## config.mk

```make
export PLATFORM = sky130hd
export DESIGN_NAME = nce_alpha_div
export DESIGN_NICKNAME = d
export VERILOG_FILES = /design/src/hdl/nce_pkg.sv /design/src/hdl/nce_alpha_div.sv
export SDC_FILE = /design/constraint.sdc
export NUM_CORES = 1
export LEC_CHECK = 0
export BUFFER_PORTS_ARGS = -buffer_cell sky130_fd_sc_hd__buf_2
export CAP_MARGIN = 5
export CORE_MARGIN = 2
export CORE_UTILIZATION = 50
export DETAILED_ROUTE_END_ITERATION = 8
export HOLD_SLACK_MARGIN = 0.06
export PLACE_DENSITY = 0.87
export SYNTH_ARGS = -nofsm -noshare
export SYNTH_HDL_FRONTEND = slang
export SYNTH_SLANG_ARGS = --single-unit
```

## constraint.sdc

```tcl
create_clock -name clk_i -period 11.1 [get_ports clk_i]
set_clock_uncertainty 0.2 [all_clocks]
set_input_delay 2.22 -clock clk_i [delete_from_list [all_inputs] [get_ports clk_i]]
set_output_delay 2.22 -clock clk_i [all_outputs]
set_load 0.02 [all_outputs]
```

## src/hdl/nce_pkg.sv

```systemverilog
// Shared widths, codes and helpers for the NURBS curve evaluator.
`default_nettype none
package nce_pkg;

  localparam int MAX_POINTS = 64;
  localparam int PIDX_W     = $clog2(MAX_POINTS);
  localparam int NPTS_W     = 7;
  localparam int MAX_DEGREE = 7;
  localparam int DEG_W      = 3;
  localparam int FRAC_BITS  = 16;
  localparam int ONE_W      = FRAC_BITS + 1;
  localparam int COORD_W    = 32;
  // Homogeneous work values: x*w/ONE needs 48 bits, keep headroom.
  localparam int D_W        = 50;
  // Positive part of a blended weight.
  localparam int W_W        = 34;
  // Scaled parameter t*m and alpha numerator/quotient.
  localparam int AQ_W       = 24;
  localparam int ADIV_STEPS = 8;
  localparam int ADIV_CYC   = AQ_W / ADIV_STEPS;

  localparam logic [ONE_W-1:0] ONE_Q = ONE_W'(1) << FRAC_BITS;

  typedef enum logic [1:0] {
    ST_OK          = 2'd0,
    ST_BAD_CFG     = 2'd1,
    ST_WEIGHT_ZERO = 2'd2,
    ST_HOMOG_ZERO  = 2'd3
  } nce_status_e;

  localparam logic [1:0] REG_NUM_POINTS   = 2'd0;
  localparam logic [1:0] REG_CURVE_DEGREE = 2'd1;
  localparam logic [1:0] REG_RATIONAL     = 2'd2;

  localparam logic CMD_WRITE = 1'b0;
  localparam logic CMD_EVAL  = 1'b1;

  typedef logic [3:0][D_W-1:0] nce_hpoint_t;

  // Saturate a wide signed value to a signed 32-bit word.
  function automatic logic [COORD_W-1:0] sat32(input logic signed [D_W-1:0] v);
    logic signed [D_W-1:0] hi;
    logic signed [D_W-1:0] lo;
    hi = $signed({{(D_W-COORD_W+1){1'b0}}, {(COORD_W-1){1'b1}}});
    lo = $signed({{(D_W-COORD_W+1){1'b1}}, {(COORD_W-1){1'b0}}});
    if (v > hi) begin
      sat32 = hi[COORD_W-1:0];
    end else if (v < lo) begin
      sat32 = lo[COORD_W-1:0];
    end else begin
      sat32 = v[COORD_W-1:0];
    end
  endfunction

endpackage
`default_nettype wire

```

## src/hdl/nce_alpha_div.sv

```systemverilog
// Alpha divider: small-divisor long division, eight quotient bits per cycle.
`default_nettype none
module nce_alpha_div (
  input  wire logic                     clk_i,
  input  wire logic                     rst_ni,
  input  wire logic                     start_i,
  input  wire logic [nce_pkg::AQ_W-1:0] num_i,
  input  wire logic [2:0]               den_i,
  output logic                          done_o,
  output logic [nce_pkg::AQ_W-1:0]      quo_o
);

  logic                     busy_q, done_q;
  logic [1:0]               cnt_q;
  logic [nce_pkg::AQ_W-1:0] sh_q, sh_d;
  logic [2:0]               rem_q, rem_d, den_q;
  logic [3:0]               rs;

  // Shift numerator bits out the top, quotient bits in the bottom.
  always_comb begin
    rem_d = rem_q;
    sh_d  = sh_q;
    rs    = '0;
    for (int k = 0; k < nce_pkg::ADIV_STEPS; k++) begin
      rs   = {rem_d, sh_d[nce_pkg::AQ_W-1]};
      sh_d = {sh_d[nce_pkg::AQ_W-2:0], 1'b0};
      if (rs >= {1'b0, den_q}) begin
        rem_d   = 3'(rs - {1'b0, den_q});
        sh_d[0] = 1'b1;
      end else begin
        rem_d = rs[2:0];
      end
    end
  end

  always_ff @(posedge clk_i or negedge rst_ni) begin
    if (!rst_ni) begin
      busy_q <= 1'b0;
      done_q <= 1'b0;
      cnt_q  <= '0;
    end else begin
      done_q <= 1'b0;
      if (start_i) begin
        busy_q <= 1'b1;
        cnt_q  <= 2'(nce_pkg::ADIV_CYC - 1);
      end else if (busy_q) begin
        cnt_q <= cnt_q - 2'd1;
        if (cnt_q == '0) begin
          busy_q <= 1'b0;
          done_q <= 1'b1;
        end
      end
    end
  end

  always_ff @(posedge clk_i) begin
    if (start_i) begin
      sh_q  <= num_i;
      rem_q <= '0;
      den_q <= den_i;
    end else if (busy_q) begin
      sh_q  <= sh_d;
      rem_q <= rem_d;
    end
  end

  assign done_o = done_q;
  assign quo_o  = sh_q;

endmodule
`default_nettype wire

```

After elaboration in Yosys (flattened, before gate mapping)
Index checks and enable logic that the tools add are counted.
{"block": "op_classes", "add_sub_neg": 9, "magnitude_cmp": 8, "mux": 26, "n_reduce_logical": 2}
{"operator": "$mux 24", "count": 2}
{"operator": "$ge 4x3->1", "count": 8}
{"operator": "$mux 3", "count": 8}
{"operator": "$sub 3x3->3", "count": 8}
{"operator": "$mux 1", "count": 14}
{"operator": "$mux 2", "count": 2}
{"operator": "$logic_not 2->1", "count": 1}
{"operator": "$reduce_bool 2->1", "count": 1}
{"operator": "$sub 2x1->2 const B", "count": 1}
{"block": "totals", "register_bits": 34, "input_bits": 30, "out_inout_bits": 25, "word_cells": 51}

Logic depth before layout (Yosys ltp)
{"block": "logic_depth", "ltp_word": 18, "ltp_mapped": 62, "depth_no_buf": 62}

Least setup slack after synthesis
Ideal clock, no wire load.
{"block": "synth_path", "path_kind": "reg-to-reg", "start": "reg den_q[1]", "end": "reg rem_q[1]", "setup_time_ps": 125, "arrival_ps": 11516, "t_required_ps": 10775, "path_slack_ps": -742, "path_stages_with_launch": 59, "n_path_buf": 0, "synth_period_minus_slack_ps": 11842, "path_cell_list": "edfxtp_1 > inv_1 > fa_1 > a211o_1 > or2_2 > mux2_2 > ha_1 > a21oi_1 > a21bo_2 > mux2_4 > inv_1 > ha_1 > a21bo_2 > a21oi_1 > and4_1 > a21o_4 > mux2_2 > inv_1 > [23 not listed] > mux2_2 > inv_1 > ha_1 > nand2_1 > nand2_1 > a21oi_1 > nand2_1 > a211oi_2 > a21oi_1 > nor2_1 > a21oi_1 > fa_1 > a21o_1 > a21oi_1 > nand2_1 > a211oi_2 > a211oi_1 > o41a_1"}
{"block": "synth_via", "elab_chain_len": 16, "elab_cells_between_ends": 24, "classes_between": "add/sub: 8; order compare: 8; mux: 8"}
{"element": "start: declaration", "line": "nce_alpha_div.sv:16", "rtl": "logic [2:0] rem_q, rem_d, den_q;"}
{"element": "start signal: assignment", "line": "nce_alpha_div.sv:60", "rtl": "den_q <= den_i;"}
{"element": "$ge 4x3->1 or $sub 3x3->3 (tied branches)", "line": "nce_alpha_div.sv:27, nce_alpha_div.sv:28"}
{"element": "$mux 3", "line": "nce_alpha_div.sv:27", "rtl": "if (rs >= {1'b0, den_q}) begin"}
{"element": "$ge 4x3->1 or $sub 3x3->3 (tied branches)", "line": "nce_alpha_div.sv:27, nce_alpha_div.sv:28"}
{"element": "$mux 3", "line": "nce_alpha_div.sv:27"}
{"element": "$ge 4x3->1 or $sub 3x3->3 (tied branches)", "line": "nce_alpha_div.sv:27, nce_alpha_div.sv:28"}
{"element": "$mux 3", "line": "nce_alpha_div.sv:27"}
{"element": "$ge 4x3->1 or $sub 3x3->3 (tied branches)", "line": "nce_alpha_div.sv:27, nce_alpha_div.sv:28"}
{"element": "$mux 3", "line": "nce_alpha_div.sv:27"}
{"element": "$ge 4x3->1 or $sub 3x3->3 (tied branches)", "line": "nce_alpha_div.sv:27, nce_alpha_div.sv:28"}
{"element": "$mux 3", "line": "nce_alpha_div.sv:27"}
{"element": "$ge 4x3->1 or $sub 3x3->3 (tied branches)", "line": "nce_alpha_div.sv:27, nce_alpha_div.sv:28"}
{"element": "$mux 3", "line": "nce_alpha_div.sv:27"}
{"element": "$ge 4x3->1 or $sub 3x3->3 (tied branches)", "line": "nce_alpha_div.sv:27, nce_alpha_div.sv:28"}
{"element": "$mux 3", "line": "nce_alpha_div.sv:27"}
{"element": "$ge 4x3->1 or $sub 3x3->3 (tied branches)", "line": "nce_alpha_div.sv:27, nce_alpha_div.sv:28"}
{"element": "$mux 3 *", "line": "nce_alpha_div.sv:27"}
{"element": "end signal: assignment", "line": "nce_alpha_div.sv:63", "rtl": "rem_q <= rem_d;"}
{"element": "end: declaration", "line": "nce_alpha_div.sv:16"}
Every way passes the cells marked *; elsewhere a longest branch is shown, timed or not.
A chain may end at the register's enable or synchronous reset.

Worst setup path after layout
{"block": "layout_path", "start": "reg sh_q, in the netlist quo_o[23]", "end": "reg sh_q, in the netlist quo_o[0] (data pin)"}
{"block": "layout_via", "elab_chain_len": 18, "elab_cells_between_ends": 25, "classes_between": "add/sub: 7; order compare: 8; mux: 10"}
{"element": "start: declaration", "line": "nce_alpha_div.sv:15", "rtl": "logic [nce_pkg::AQ_W-1:0] sh_q, sh_d;"}
{"element": "start signal: assignment", "line": "nce_alpha_div.sv:58", "rtl": "sh_q <= num_i;"}
{"element": "$ge 4x3->1 or $sub 3x3->3 (tied branches)", "line": "nce_alpha_div.sv:27, nce_alpha_div.sv:28"}
{"element": "$mux 3 *", "line": "nce_alpha_div.sv:27"}
{"element": "$ge 4x3->1 or $sub 3x3->3 (tied branches)", "line": "nce_alpha_div.sv:27, nce_alpha_div.sv:28"}
{"element": "$mux 3 *", "line": "nce_alpha_div.sv:27"}
{"element": "$ge 4x3->1 or $sub 3x3->3 (tied branches)", "line": "nce_alpha_div.sv:27, nce_alpha_div.sv:28"}
{"element": "$mux 3 *", "line": "nce_alpha_div.sv:27"}
{"element": "$ge 4x3->1 or $sub 3x3->3 (tied branches)", "line": "nce_alpha_div.sv:27, nce_alpha_div.sv:28"}
{"element": "$mux 3 *", "line": "nce_alpha_div.sv:27"}
{"element": "[2 not listed]"}
{"element": "$ge 4x3->1 or $sub 3x3->3 (tied branches)", "line": "nce_alpha_div.sv:27, nce_alpha_div.sv:28"}
{"element": "$mux 3 *", "line": "nce_alpha_div.sv:27"}
{"element": "$ge 4x3->1 or $sub 3x3->3 (tied branches)", "line": "nce_alpha_div.sv:27, nce_alpha_div.sv:28"}
{"element": "$mux 3 *", "line": "nce_alpha_div.sv:27"}
{"element": "$ge 4x3->1 *", "line": "nce_alpha_div.sv:27"}
{"element": "$mux 1 *", "line": "nce_alpha_div.sv:27"}
{"element": "$mux 24 *", "line": "nce_alpha_div.sv:61", "rtl": "end else if (busy_q) begin"}
{"element": "$mux 24 *", "line": "nce_alpha_div.sv:57", "rtl": "if (start_i) begin"}
Every way passes the cells marked *; elsewhere a longest branch is shown, timed or not. The select of a mux whose other input is x is not followed.

==> results.ini <==
[critical_path]
r2r-start=quo_o[23]$_DFFE_PP_
critPathMostFrequentCell=nand2_1
crit_end=quo_o[0]$_DFFE_PP_
slowest_delay_ns=0.42
r2r_cells=60
r2r_setup_slack_ns=-0.37
cp-startpoint=quo_o[23]$_DFFE_PP_
critPathRequiredTime_ns=10.91
r2r-end=quo_o[0]$_DFFE_PP_
arrival_ns=11.29
crit_slowest_cell=edfxtp_1
critPathKind=reg -> reg
cp-end-kind=register
critPathMaxFanout=4
start_kind=register

[outcome]
outcome=finished with violations
violations=setup timing

[timing]
period_needed_ns=11.47
setup_viol=4
setup_ws_ns=-0.3709
worst_pin_slew_ns=0.8065
hold_viol=0
timing.fmax_mhz=87.18
fin_tns_setup_ns=-1.316
slew_headroom_pct=46.23
whs_ns=0.3304
period_share_pct=103.3
slew_viol_final=0
rsz0062_at_grt=yes

[global_routing]
met1_usage_pct=31.59
grt_util_all_layers_pct=25.71
grt_pass1_vias=2435
globalRouteMet3Util_pct=3.605
grt_util_met2_pct=45.83
grt_pass1_wl_um=12120
grt_max_degree=39
top_usage_layer=met2
grt_overflow=0
antenna_found_initial=0

[synth]
synth_nets=304
netlist_area_sq_um=2698
avgSynthCellArea_sq_um=11.19
synth_warnings=0
ys_seq_area_share_pct=35.99
async_flop_share_pct=11.76
synth_edf_count=27
ys_types=59
ys_seq_elements=34
synth_flop_cell=edfxtp_1
synth_cells=241

[hold_path]
hold_class=reg -> reg
min-delay-start=cnt_q[1]$_DFFE_PN0P_

[layout]
final_cells=423
drive_gt1_share_pct=58.92
layout.nets=415
insertedDiodeCount=0
utilization_pct=75.04
syn_to_final_growth_pct=43.88

[placement]
port_buffers=54
gp_congestion=0.8891
dp.cells=390
dpl.hpwl_um=5295

[detailed_routing]
wirelength_um=9175
drt-wirelength-per-cell_um=21.69
drt_pass1_iterations=5
postRouteAntennaNets=0
drc=0
via_per_inst=6.064
drtIter0Drc=217
vias=2565

[clock_network]
clk_latency_ns=0.29
cts_tree=done
clk_pin_slew_ns=0.08
cts_root_buf=clkbuf_8
cts_buffers=5
htreeDepth=2
cts_buffer_depth=2
clkSinkCount=34

[die]
die_w_um=77.45
core_sq_um=5172
die_height_um=77.45
io_pins=55
fp-row-count=26
initial_core_util_pct=52.15
die_area_sq_um=5999

[flow_run]
maxCapViolCount=0

through the flow:
stage / area [sq um] / setup slack, ns
after CTS: 3612 / 0.0006493
after floorplan: 2790 / 0.04450
final: 3881 / -0.3709
after detailed placement: 3354 / -0.2286
after global placement: 3354 / 0.1429
after global routing: 3881 / -0.7177
sequential cells by signal, indices dropped and copies added (netlist names):
signal and count:
rem_q 3, done_o 1, busy_q 1, quo_o 24, den_q 3, cnt_q 2
metal layers:
| layer | part of all wire (%) | wire, um | vias to the layer above |
|---|---|---|---|
| met5 | 0 | 0 | - |
| met4 | 5.8 | 535 | 0 |
| met3 | 7.1 | 648 | 49 |
| met2 | 49 | 4525 | 165 |
| met1 | 38 | 3465 | 1253 |
| li1 | - | - | 1098 |
cell families after synthesis:
| group | Yosys count | synth area share [%] |
|---|---|---|
| AO/OA/AOI/OAI | 56 | 17.30 |
| AND/OR/NAND/NOR | 51 | 10.11 |
| flip-flops | 34 | 35.99 |
| adder cells (fa/ha/maj) | 33 | 17.53 |
| buffers and inverters | 31 | 4.313 |
| multiplexers | 28 | 12.15 |
| XOR/XNOR | 8 | 2.598 |
cells in the final DEF (no fill, tap or decap), types with 4 or more instances in the layout:
cell,netlist,final
buf_2,0,54
buf_4,0,53
edfxtp_1,27,27
inv_1,26,21
mux2_2,24,21
ha_1,25,20
nand2_1,19,15
nor2_1,10,6
xor2_1,6,6
a21o_1,6,6
a21oi_4,0,5
a21oi_2,1,5
fa_2,0,5
clkbuf_8,0,5
nand2_2,0,4
mux2_4,1,4
ha_4,0,4
dfrtp_1,4,4
area by class of cell:
cell class,instances,area (sq um)
multi-input cells,176,1916
fillers,251,1291
flip-flops and latches,34,970.9
repair buffers,109,690.7
inverters,26,102.6
well taps,70,87.58
clock buffers,5,68.82
clock inverters,3,45.04
cell usage after synthesis (all sizes together) (2+ instances only):
library cell	n	share of area, %
or3	2	0.65
nand2b	2	0.46
a21bo	3	1.1
o311a	2	1.2
o21ai	6	1.1
dfrtp	4	3.7
mux2	25	11
or2	3	0.70
clkbuf	4	0.56
fa	8	5.9
a211oi	5	1.8
nor3	6	1.7
o21bai	2	0.56
and3	4	1.1
edfxtp	27	30
xnor2	2	0.65
ha	25	12
dfxtp	3	2.2
nand2	19	2.6
mux2i	3	1.6
xor2	6	1.9
o22ai	2	0.70
nor2	10	1.4
a21o	9	3.1
o21a	2	0.56
inv	26	3.6
a21oi	13	2.6
what timing repair did:
action	in CTS	in global routing
endpoints found under the setup margin	4	4
pin swaps	20	42
setup buffers	13	14
hold buffers	0	0
endpoints found under the hold margin	0	0
gates resized for setup	9	36
critical path, delay by kind of cell, from the launching register on:
| kind | cells | cell delay (ns) |
|---|---|---|
| AND/OR/NAND/NOR | 18 | 2.10 |
| buffers and inverters | 5 | 0.42 |
| adder cells (fa/ha/maj) | 9 | 2.48 |
| flip-flops | 1 | 0.42 |
| multiplexers | 4 | 1.31 |
| AO/OA/AOI/OAI | 24 | 4.21 |
worst min path at each step:
stage                           end  slack, ns  cells after the start
5_1_grt        cnt_q[1]$_DFFE_PN0P_       0.37                      2
2_1_floorplan  cnt_q[1]$_DFFE_PN0P_       0.27                      2
3_5_place_dp   cnt_q[1]$_DFFE_PN0P_       0.30                      2
3_3_place_gp   cnt_q[1]$_DFFE_PN0P_       0.29                      2
6_report       cnt_q[1]$_DFFE_PN0P_       0.33                      2
4_1_cts        cnt_q[1]$_DFFE_PN0P_       0.32                      2
Power is left out: the tool's default activity adds up to more than one toggle a clock period on the data nets, which glitch-free logic cannot reach.
