[src/hdl/nce_pkg.sv]
// Shared widths, codes and helpers for the NURBS curve evaluator.
`default_nettype none
package nce_pkg;

  localparam int MAX_POINTS = 64;
  localparam int PIDX_W     = $clog2(MAX_POINTS);
  localparam int NPTS_W     = 7;
  localparam int MAX_DEGREE = 7;
  localparam int DEG_W      = 3;
  localparam int FRAC_BITS  = 16;
  localparam int ONE_W      = FRAC_BITS + 1;
  localparam int COORD_W    = 32;
  // Homogeneous work values: x*w/ONE needs 48 bits, keep headroom.
  localparam int D_W        = 50;
  // Positive part of a blended weight.
  localparam int W_W        = 34;
  // Scaled parameter t*m and alpha numerator/quotient.
  localparam int AQ_W       = 24;
  localparam int ADIV_STEPS = 8;
  localparam int ADIV_CYC   = AQ_W / ADIV_STEPS;

  localparam logic [ONE_W-1:0] ONE_Q = ONE_W'(1) << FRAC_BITS;

  typedef enum logic [1:0] {
    ST_OK          = 2'd0,
    ST_BAD_CFG     = 2'd1,
    ST_WEIGHT_ZERO = 2'd2,
    ST_HOMOG_ZERO  = 2'd3
  } nce_status_e;

  localparam logic [1:0] REG_NUM_POINTS   = 2'd0;
  localparam logic [1:0] REG_CURVE_DEGREE = 2'd1;
  localparam logic [1:0] REG_RATIONAL     = 2'd2;

  localparam logic CMD_WRITE = 1'b0;
  localparam logic CMD_EVAL  = 1'b1;

  typedef logic [3:0][D_W-1:0] nce_hpoint_t;

  // Saturate a wide signed value to a signed 32-bit word.
  function automatic logic [COORD_W-1:0] sat32(input logic signed [D_W-1:0] v);
    logic signed [D_W-1:0] hi;
    logic signed [D_W-1:0] lo;
    hi = $signed({{(D_W-COORD_W+1){1'b0}}, {(COORD_W-1){1'b1}}});
    lo = $signed({{(D_W-COORD_W+1){1'b1}}, {(COORD_W-1){1'b0}}});
    if (v > hi) begin
      sat32 = hi[COORD_W-1:0];
    end else if (v < lo) begin
      sat32 = lo[COORD_W-1:0];
    end else begin
      sat32 = v[COORD_W-1:0];
    end
  endfunction

endpackage
`default_nettype wire

[src/hdl/nce_out_div.sv]
// Output divider: three-lane restoring division h*ONE/w with saturation.
`default_nettype none
module nce_out_div (
  input  wire logic                                  clk_i,
  input  wire logic                                  rst_ni,
  input  wire logic                                  start_i,
  input  wire logic [2:0][nce_pkg::D_W-1:0]          h_i,
  input  wire logic [nce_pkg::W_W-1:0]               w_i,
  output logic                                       done_o,
  output logic [2:0][nce_pkg::COORD_W-1:0]           res_o
);

  localparam int QW = nce_pkg::COORD_W;

  logic                     busy_q, done_q;
  logic [4:0]               cnt_q;
  logic [nce_pkg::W_W-1:0]  w_q;
  logic [nce_pkg::W_W-1:0]  rem_q [3];
  logic [nce_pkg::W_W-1:0]  rem_d [3];
  logic [QW-1:0]            q_q   [3];
  logic [QW-1:0]            q_d   [3];
  logic [nce_pkg::W_W:0]    rs    [3];
  logic [nce_pkg::D_W-1:0]  mag   [3];
  logic                     neg_q [3];
  logic                     sat_q [3];
  logic                     sat_d [3];

  always_comb begin
    for (int l = 0; l < 3; l++) begin
      mag[l]   = h_i[l][nce_pkg::D_W-1] ? nce_pkg::D_W'(-h_i[l]) : h_i[l];
      sat_d[l] = mag[l] >= {w_i, {nce_pkg::FRAC_BITS{1'b0}}};
      rs[l]    = {rem_q[l], q_q[l][QW-1]};
      q_d[l]   = {q_q[l][QW-2:0], 1'b0};
      if (rs[l] >= {1'b0, w_q}) begin
        rem_d[l]  = nce_pkg::W_W'(rs[l] - {1'b0, w_q});
        q_d[l][0] = 1'b1;
      end else begin
        rem_d[l] = rs[l][nce_pkg::W_W-1:0];
      end
    end
  end

  always_ff @(posedge clk_i or negedge rst_ni) begin
    if (!rst_ni) begin
      busy_q <= 1'b0;
      done_q <= 1'b0;
      cnt_q  <= '0;
    end else begin
      done_q <= 1'b0;
      if (start_i) begin
        busy_q <= 1'b1;
        cnt_q  <= 5'(QW - 1);
      end else if (busy_q) begin
        cnt_q <= cnt_q - 5'd1;
        if (cnt_q == '0) begin
          busy_q <= 1'b0;
          done_q <= 1'b1;
        end
      end
    end
  end

  always_ff @(posedge clk_i) begin
    if (start_i) begin
      w_q <= w_i;
      for (int l = 0; l < 3; l++) begin
        neg_q[l] <= h_i[l][nce_pkg::D_W-1];
        sat_q[l] <= sat_d[l];
        rem_q[l] <= mag[l][nce_pkg::D_W-1:nce_pkg::FRAC_BITS];
        q_q[l]   <= {mag[l][nce_pkg::FRAC_BITS-1:0], {(QW-nce_pkg::FRAC_BITS){1'b0}}};
      end
    end else if (busy_q) begin
      for (int l = 0; l < 3; l++) begin
        rem_q[l] <= rem_d[l];
        q_q[l]   <= q_d[l];
      end
    end
  end

  // Apply sign and clamp to the signed 32-bit range.
  always_comb begin
    for (int l = 0; l < 3; l++) begin
      if (sat_q[l]) begin
        res_o[l] = neg_q[l] ? {1'b1, {(QW-1){1'b0}}} : {1'b0, {(QW-1){1'b1}}};
      end else if (neg_q[l]) begin
        res_o[l] = (q_q[l] > {1'b1, {(QW-1){1'b0}}}) ? {1'b1, {(QW-1){1'b0}}} : -q_q[l];
      end else begin
        res_o[l] = (q_q[l] > {1'b0, {(QW-1){1'b1}}}) ? {1'b0, {(QW-1){1'b1}}} : q_q[l];
      end
    end
  end

  assign done_o = done_q;

endmodule
`default_nettype wire

[config.mk]
export PLATFORM = sky130hd
export DESIGN_NAME = nce_out_div
export DESIGN_NICKNAME = d
export VERILOG_FILES = /design/src/hdl/nce_pkg.sv /design/src/hdl/nce_out_div.sv
export SDC_FILE = /design/constraint.sdc
export NUM_CORES = 1
export LEC_CHECK = 0
export BUFFER_PORTS_ARGS = -buffer_cell sky130_fd_sc_hd__buf_4
export CORE_UTILIZATION = 40
export CTS_CLUSTER_DIAMETER = 60
export DETAILED_ROUTE_END_ITERATION = 10
export SETUP_SLACK_MARGIN = 0.5
export SYNTH_ARGS = -nofsm -noshare
export SYNTH_HDL_FRONTEND = slang
export SYNTH_SLANG_ARGS = --single-unit
[constraint.sdc]
create_clock -name clk_i -period 11.9 [get_ports clk_i]
set_input_delay 2.38 -clock clk_i [delete_from_list [all_inputs] [get_ports clk_i]]
set_output_delay 2.38 -clock clk_i [all_outputs]
set_load 0.02 [all_outputs]
# ---- Word level (Yosys, flattened, before mapping)
# Memories as Yosys holds them, arrays and structs flattened.
# Index checks and enable logic that the tools add are counted.
dict set report classes {
  bitwise 6
  addsub 10
  n_lt_le_gt_ge 12
  n_reduce_logical 2
  muxes 43
}
# cell n
set ops {}
lappend ops {{two-way mux 32 bit} 18}
lappend ops {{two-way mux 34 bit} 6}
lappend ops {{>= comparator 50 bit} 3}
lappend ops {{two-way mux 50 bit} 3}
lappend ops {{negation 50 bit} 3}
lappend ops {{>= comparator 35 x 34 -> 1 bit} 3}
lappend ops {{subtractor 34 bit} 3}
lappend ops {{greater-than comparator 32 x 31 -> 1 bit, second input constant} 3}
lappend ops {{greater-than comparator 32 bit, second input constant} 3}
lappend ops {{negation 32 bit} 3}
lappend ops {{two-way mux 1 bit} 14}
lappend ops {{two-way mux 5 bit} 2}
lappend ops {{bitwise OR 1 bit} 6}
lappend ops {{zero test 5 bit} 1}
lappend ops {{subtractor 5 x 1 -> 5 bit, second input constant} 1}
lappend ops {{nonzero test 2 bit} 1}
dict set report word_totals {
  elab_cells 81
  in_bits 187
  memories 4
  out_inout_bits 97
  ramBits 204
  reg_bits 41
}
# name depth width read_ports rd_ports_with_merged_regs wr line
set memory_table {}
lappend memory_table {rem_q 3 34 3 0 3 nce_out_div.sv:18} ;# logic [nce_pkg::W_W-1:0] rem_q [3];
lappend memory_table {q_q 3 32 3 0 3 nce_out_div.sv:20} ;# logic [QW-1:0] q_q [3];
lappend memory_table {neg_q 3 1 3 0 3 nce_out_div.sv:24} ;# logic neg_q [3];
lappend memory_table {sat_q 3 1 3 0 3 nce_out_div.sv:25} ;# logic sat_q [3];

# ---- Logic depth before layout (Yosys ltp)
# Gate-level depths: netlist of run 1.
dict set report logic_depth {
  ltp_word 4
  mapped_depth 21
  depth_no_buf 21
}

# ---- Worst setup path before layout of run 1
# Ideal clock, no wire load.
dict set report synth_timing {
  path_type {input to register}
  start {in h_i[64] (netlist name)}
  end {mem sat_q[1][0], in the netlist sat_q[0][1] (data pin)}
  setup_ns 0.129
  setup_slack_ns 5.165
  arrival_ns 6.605
  cell_stages 18
  path_buffers 1
  cell_sequence {clkbuf_1 > or4_1 > or4_1 > or3_1 > or3_1 > nand2b_1 > nand2b_1 > o31ai_1 > xnor2_1 > ha_1 > nand4_1 > nor4_1 > nand3_1 > nor2_1 > nand4_1 > or4_1 > o21ai_0 > a21o_1}
}
# element line
set synth_rtl {}
lappend synth_rtl {{from (decl)} nce_out_div.sv:7} ;# input wire logic [2:0][nce_pkg::D_W-1:0] h_i,
lappend synth_rtl {{to (decl)} nce_out_div.sv:25}

==> flow_summary.toml, run 1 <==
[sta]
fin_ws_ps = 4550
rsz0062_at_grt = "no"
setup_viol_count_final = 0
tns_ps = 0
fin_crit_sh_pct = 61.8
max_freq_ghz = 0.136
worstMarginPinSlew_ps = 1160
maxSlewViolCount = 0
finalHoldViolCount = 0
max_slew_margin_pct = 21.7
fin_skew_ps = 22.7
fin_crit_ps = 7350

[run_status]
status = "completed"

[detailed_routing]
ant_nets = 0
vias = 24900
route.detailed.drc = 0
wl_um = 91800
avgRoutedWirePerCell_um = 21.9
dr.pass1.iters = 7
via_per_inst = 5.94
drt_iter0_markers = 2246

[setup_path]
path_class = "reg -> out"
cp_max_fo = 29
worst_setup_path_start_kind = "register"
required_ps = 9520
cp-end-kind = "output pin"
critical_path_arrival_ps = 4970

[clocking]
cts.sinks = 245
cts_tree = "done"
clk_pin_slew_ps = 60
clkLatencyLatePin_ps = 570
cts_buffers = 41
cts-root-buf = "clkbuf_16"
ctsResizeCount = 0
post_cts_buffers = 0
hold_buffers = 0
cts_max_level = 2
cts_buffer_depth = 3

[synthesis]
netlist_instances = 3136
synth_area_um2 = 24900
synth_edf_count = 238
synth-async-reset-ratio_pct = 2.86
ys_dominant_reg_cell = "edfxtp_1"
ys_seq_area_share_pct = 29.4
ys_warn_count = 0
syn_nets = 3538
ys_ff_latch = 245
synth.distinct_cells = 70
syn_area_per_cell_um2 = 7.93

[floorplanning]
die_w_um = 251
coreArea_um2 = 61600
die_area_um2 = 63200
io-pin-count = 284
die_y_um = 251
initial_utilization_pct = 40.4
row_count = 91

[pwr]
p_comb_share_pct = 54.9
p_sw_mw = 2.59
peakVddDrop_mv = 0.113
intPower_mw = 3.31
swShare_pct = 43.9
p_per_area_nw_per_um2 = 203
seqPwrFrac_pct = 23.8
clkPwrFrac_pct = 21.3
p_leak_nw = 12.0

[min_path]
hp-class = "reg -> reg"

[layout]
syn_to_final_growth_pct = 16.8
final_cell_mix = "a21oi_1, nor2_1, nand2_1, buf_4, edfxtp_1"
layout-drive-gt1-share_pct = 11.8
nets = 3730
fillCellCount = 6044
post-route-util_pct = 47.2
final_common_cell = "a21oi_1"

[global_routing]
grt_antenna_before_repair = 7
grt_use_total_pct = 28.1
grt_max_degree = 194
grt_pass1_vias = 23000
grt_pass1_wl_um = 138000
grt-ovfl-total = 0

[job]
drv_cap = 0

[placement]
io_buffers = 283
place_ws_ps = 4180
place_congestion = 0.984
dp_hpwl_um = 71200
per-stage QoR:
step / area (µm²) / cells / total power [mW] / hold WS, ps
after CTS: 29100 / 4196 / 5.86 / 538
after floorplan: 24900 / 3136 / 3.71 / 485
after global placement: 27700 / 4122 / 4.54 / 510
after global routing: 29100 / 4199 / 6.29 / 555
final: 29100 / 4200 / 5.90 / 543
after detailed placement: 27700 / 4122 / 4.57 / 521
routing by layer:
| metal | GRT usage [%] | vias up | wire [µm] |
|---|---|---|---|
| met5 | 0 | - | 26 |
| met4 | 12.7 | 4 | 4280 |
| met3 | 3.66 | 172 | 6080 |
| met2 | 43.2 | 867 | 40600 |
| met1 | 39.0 | 12000 | 40800 |
| li1 | - | 11900 | - |
power by group through the flow:
stage               clock network [mW]  logic, mW  registers, mW
detailed placement                   0       3.16           1.41
floorplan                            0       2.37           1.34
finish                            1.26       3.24           1.40
global placement                     0       3.14           1.41
CTS                               1.28       3.19           1.40
global route                      1.30       3.56           1.43
kinds of logic after synthesis:
kind of cell	count (synthesis)	share of synthesized area [%]
AND/OR/NAND/NOR	1181	23.3
AO/OA/AOI/OAI	965	23.2
buffers and inverters	286	4.43
flip-flops	245	29.4
XOR/XNOR	223	7.85
adder cells (fa/ha/maj)	215	10.9
multiplexers	21	0.845
synthesized netlist by cell type, drive strengths merged (48+ instances only):
master / count / area share (%)
nor2b: 53 / 1.3
clkbuf: 128 / 1.9
a21oi: 375 / 7.6
xor2: 81 / 2.9
nand2: 300 / 4.6
or3: 53 / 1.4
a21o: 85 / 2.6
nor2: 335 / 5.1
o21ai: 216 / 4.3
nor3: 86 / 1.7
xnor2: 142 / 5.0
nand3: 77 / 1.5
ha: 212 / 11
edfxtp: 238 / 29
inv: 134 / 2.0
o31ai: 48 / 1.4
layout make-up:
cell class | instances | area, µm² | share of cell area, %
multi-input cells | 2605 | 16500 | 56.8
flip-flops and latches | 245 | 7320 | 25.2
repair buffers | 301 | 2280 | 7.86
clock buffers | 48 | 1070 | 3.69
well taps | 837 | 1050 | 3.60
inverters | 134 | 503 | 1.73
clock inverters | 26 | 323 | 1.11
diodes | 4 | 10.0 | 0.0344
state kept, by name, summed over array words and instances, names as in the netlist:
name,count
neg_q,3
sat_q,3
busy_q,1
w_q,34
cnt_q,5
done_o,1
q_q,96
rem_q,102
critical path: stages (launching register included):
cell and delay (ps):
edfxtp_1 490, inv_1 140, ha_1 250, nor4b_1 330, buf_4 210, nand4b_1 280, nor3b_1 600, nand3b_1 200
nor4_1 360, nor3b_1 390, nor2b_1 220, o21bai_2 70, buf_4 240, nand2b_1 180, a21oi_1 220, buf_4 180
final timing paths:
path	startpoint	end	slack [ps]	cells past startpoint
worst max-delay path	q_q[0][64]	res_o[78]	4550	15
worst min-delay path	cnt_q[4]	cnt_q[4]	540	2
worst max register to register	w_q[1]	rem_q[0][18]	7020	12
worst min register to register	cnt_q[4]	cnt_q[4]	540	2
max in group asynchronous	rst_ni	cnt_q[3]	10140	1
min in group asynchronous	rst_ni	cnt_q[0]	1610	1
Power figures use the tool's default switching activity.
==> run 2: changes to the inputs <==
==> constraint.sdc (replaced) <==
create_clock -name clk_i -period 5.9 [get_ports clk_i]
set_input_delay 1.18 -clock clk_i [delete_from_list [all_inputs] [get_ports clk_i]]
set_output_delay 1.18 -clock clk_i [all_outputs]
set_load 0.02 [all_outputs]
==> run 2 against run 1 <==
- cell count rose by 1.3%
- critical path depth down 3
- utilization increased by 1.2 points
- die area is the same
- worst hold slack worse by 120 ps
- clock-buffer cell count unchanged
- design area is 2.6% higher
- sequential cell count stayed put
- via count increased by 1.3%
- combinational power is 100% higher
- clock skew is 6.1 ps lower
- wire length up 2.8%
==> flow_summary.toml, run 2 (synthesis results as in run 1) <==
[detailed_routing]
drt_iter0_markers = 2150
wl_um = 94400
avgRoutedWirePerCell_um = 22.2
ant_nets = 0
route.detailed.drc = 0
vias = 25300
via_per_inst = 5.94
dr.pass1.iters = 5

[clocking]
cts_buffers = 41
cts.sinks = 245
clk_pin_slew_ps = 60
cts_max_level = 2
cts_tree = "done"
clkLatencyLatePin_ps = 570
hold_buffers = 0
cts_buffer_depth = 3
cts-root-buf = "clkbuf_16"

[setup_path]
r2r-start = "w_q[1]"
required_ps = 4720
worst-r2r-cell-count = 13
worst_setup_path_start_kind = "register"
cp_max_fo = 11
critical_path_arrival_ps = 4150
path_class = "reg -> out"
cp-end-kind = "output pin"
reg2reg_setup_slack_ps = 1130
worst_r2r_endpoint = "rem_q[0][15]"

[sta]
fin_crit_sh_pct = 90.3
setup_viol_count_final = 0
maxSlewViolCount = 0
rsz0062_at_grt = "yes"
fin_crit_ps = 5330
max_slew_margin_pct = 21.6
fin_skew_ps = 16.6
finalHoldViolCount = 0
max_freq_ghz = 0.188
worstMarginPinSlew_ps = 1170
tns_ps = 0

[placement]
io_buffers = 283
dp_hpwl_um = 72900
place_congestion = 0.966

[layout]
post-route-util_pct = 48.4
fillCellCount = 6009
largest_register_ffs = 102
nets = 3782
reg_top3 = "rem_q (102), q_q (96), w_q (34)"
final_common_cell = "a21oi_1"
final_cell_mix = "a21oi_1, buf_4, nor2_1"
syn_to_final_growth_pct = 19.9
top_register = "rem_q"
layout-drive-gt1-share_pct = 14.2

[floorplanning]
die_w_um = 251
initial_utilization_pct = 40.4
coreArea_um2 = 61600
die_y_um = 251
io-pin-count = 284
die_area_um2 = 63200
row_count = 91

[global_routing]
grt_use_total_pct = 28.9
grt_pass1_wl_um = 141000
grt_antenna_before_repair = 9
grt-ovfl-total = 0
grt_pass1_vias = 23400
grt_max_degree = 117

[pwr]
p_per_area_nw_per_um2 = 408
peakVddDrop_mv = 0.218
p_leak_nw = 12.4

[run_status]
status = "completed"

[min_path]
hp-class = "in -> async"

[job]
drv_cap = 0
run 2: cell count changes in the layout (fill, tap and decap cells not counted), moves of 4 or more:
| cell | change |
|---|---|
| a21oi_1 | -12 |
| a21oi_2 | +12 |
| buf_12 | +4 |
| buf_4 | +44 |
| clkinvlp_4 | -4 |
| nor4_1 | -4 |
run 2: area by class of cell:
cell class | instances | area, µm² | share of cell area, %
tap | 837 | 1050 | 3.51
clock inverter | 28 | 384 | 1.29
multi-input combinational | 2606 | 16700 | 56.1
antenna | 4 | 10.0 | 0.0336
sequential | 245 | 7320 | 24.5
timing repair buffer | 352 | 2740 | 9.19
clock buffer | 48 | 1090 | 3.67
inverter | 134 | 503 | 1.69
run 2: worst max-delay path, stage by stage (launching register included):
cell and delay (ps):
edfxtp_1 430, or4_4 560, or3_4 360, or4_4 520, or4_4 470, nor4_4 160, buf_6 150, nand2_4 50
a21oi_4 270, buf_12 170, o21ai_0 80, a21oi_1 180, buf_4 170
run 2: worst max-delay path by stage:
| stage | start | endpoint | slack (ps) | cells past startpoint |
|---|---|---|---|---|
| 4_1_cts | q_q[0][78] | res_o[80] | 440 | 13 |
| 5_1_grt | q_q[0][9] | res_o[2] | 430 | 12 |
| 6_report | q_q[0][9] | res_o[2] | 570 | 12 |
| 3_3_place_gp | h_i[64] | sat_q[0][1] | 40 | 20 |
| 3_5_place_dp | h_i[64] | sat_q[0][1] | 70 | 20 |
| 2_1_floorplan | h_i[64] | sat_q[0][1] | 530 | 20 |
run 2: report_power, final:
group	switching (mW)	internal [mW]	total (mW)	leakage (nW)
Sequential	0.362	2.49	2.85	2.63
Combinational	3.95	2.67	6.63	9.03
Clock	0.983	1.70	2.68	0.719
run 2: layer usage:
layer | share of wire, % | GRT usage (%) | vias up
met5 | 0.050 | 0 | -
met4 | 3.4 | 10.0 | 8
met3 | 6.8 | 4.52 | 168
met2 | 45 | 46.0 | 926
met1 | 44 | 39.6 | 12200
li1 | - | - | 12000
run 2: per-stage QoR:
stage	cell area (µm²)	total power, mW	hold slack (ps)	cells	setup WS (ps)
after CTS	29600	12.1	389	4241	437
after floorplan	24900	7.49	485	3136	531
after global routing	29800	13.0	396	4254	434
after detailed placement	28000	9.30	540	4159	70.8
final	29800	12.2	419	4254	573
after global placement	28000	9.25	509	4159	36.5
run 2: repair_timing:
item	CTS	global route
setup endpoints to repair	62	85
hold endpoints to repair	0	0
pin swaps	4	7
cloned	1	1
setup buffers	5	8
resized for setup	15	34
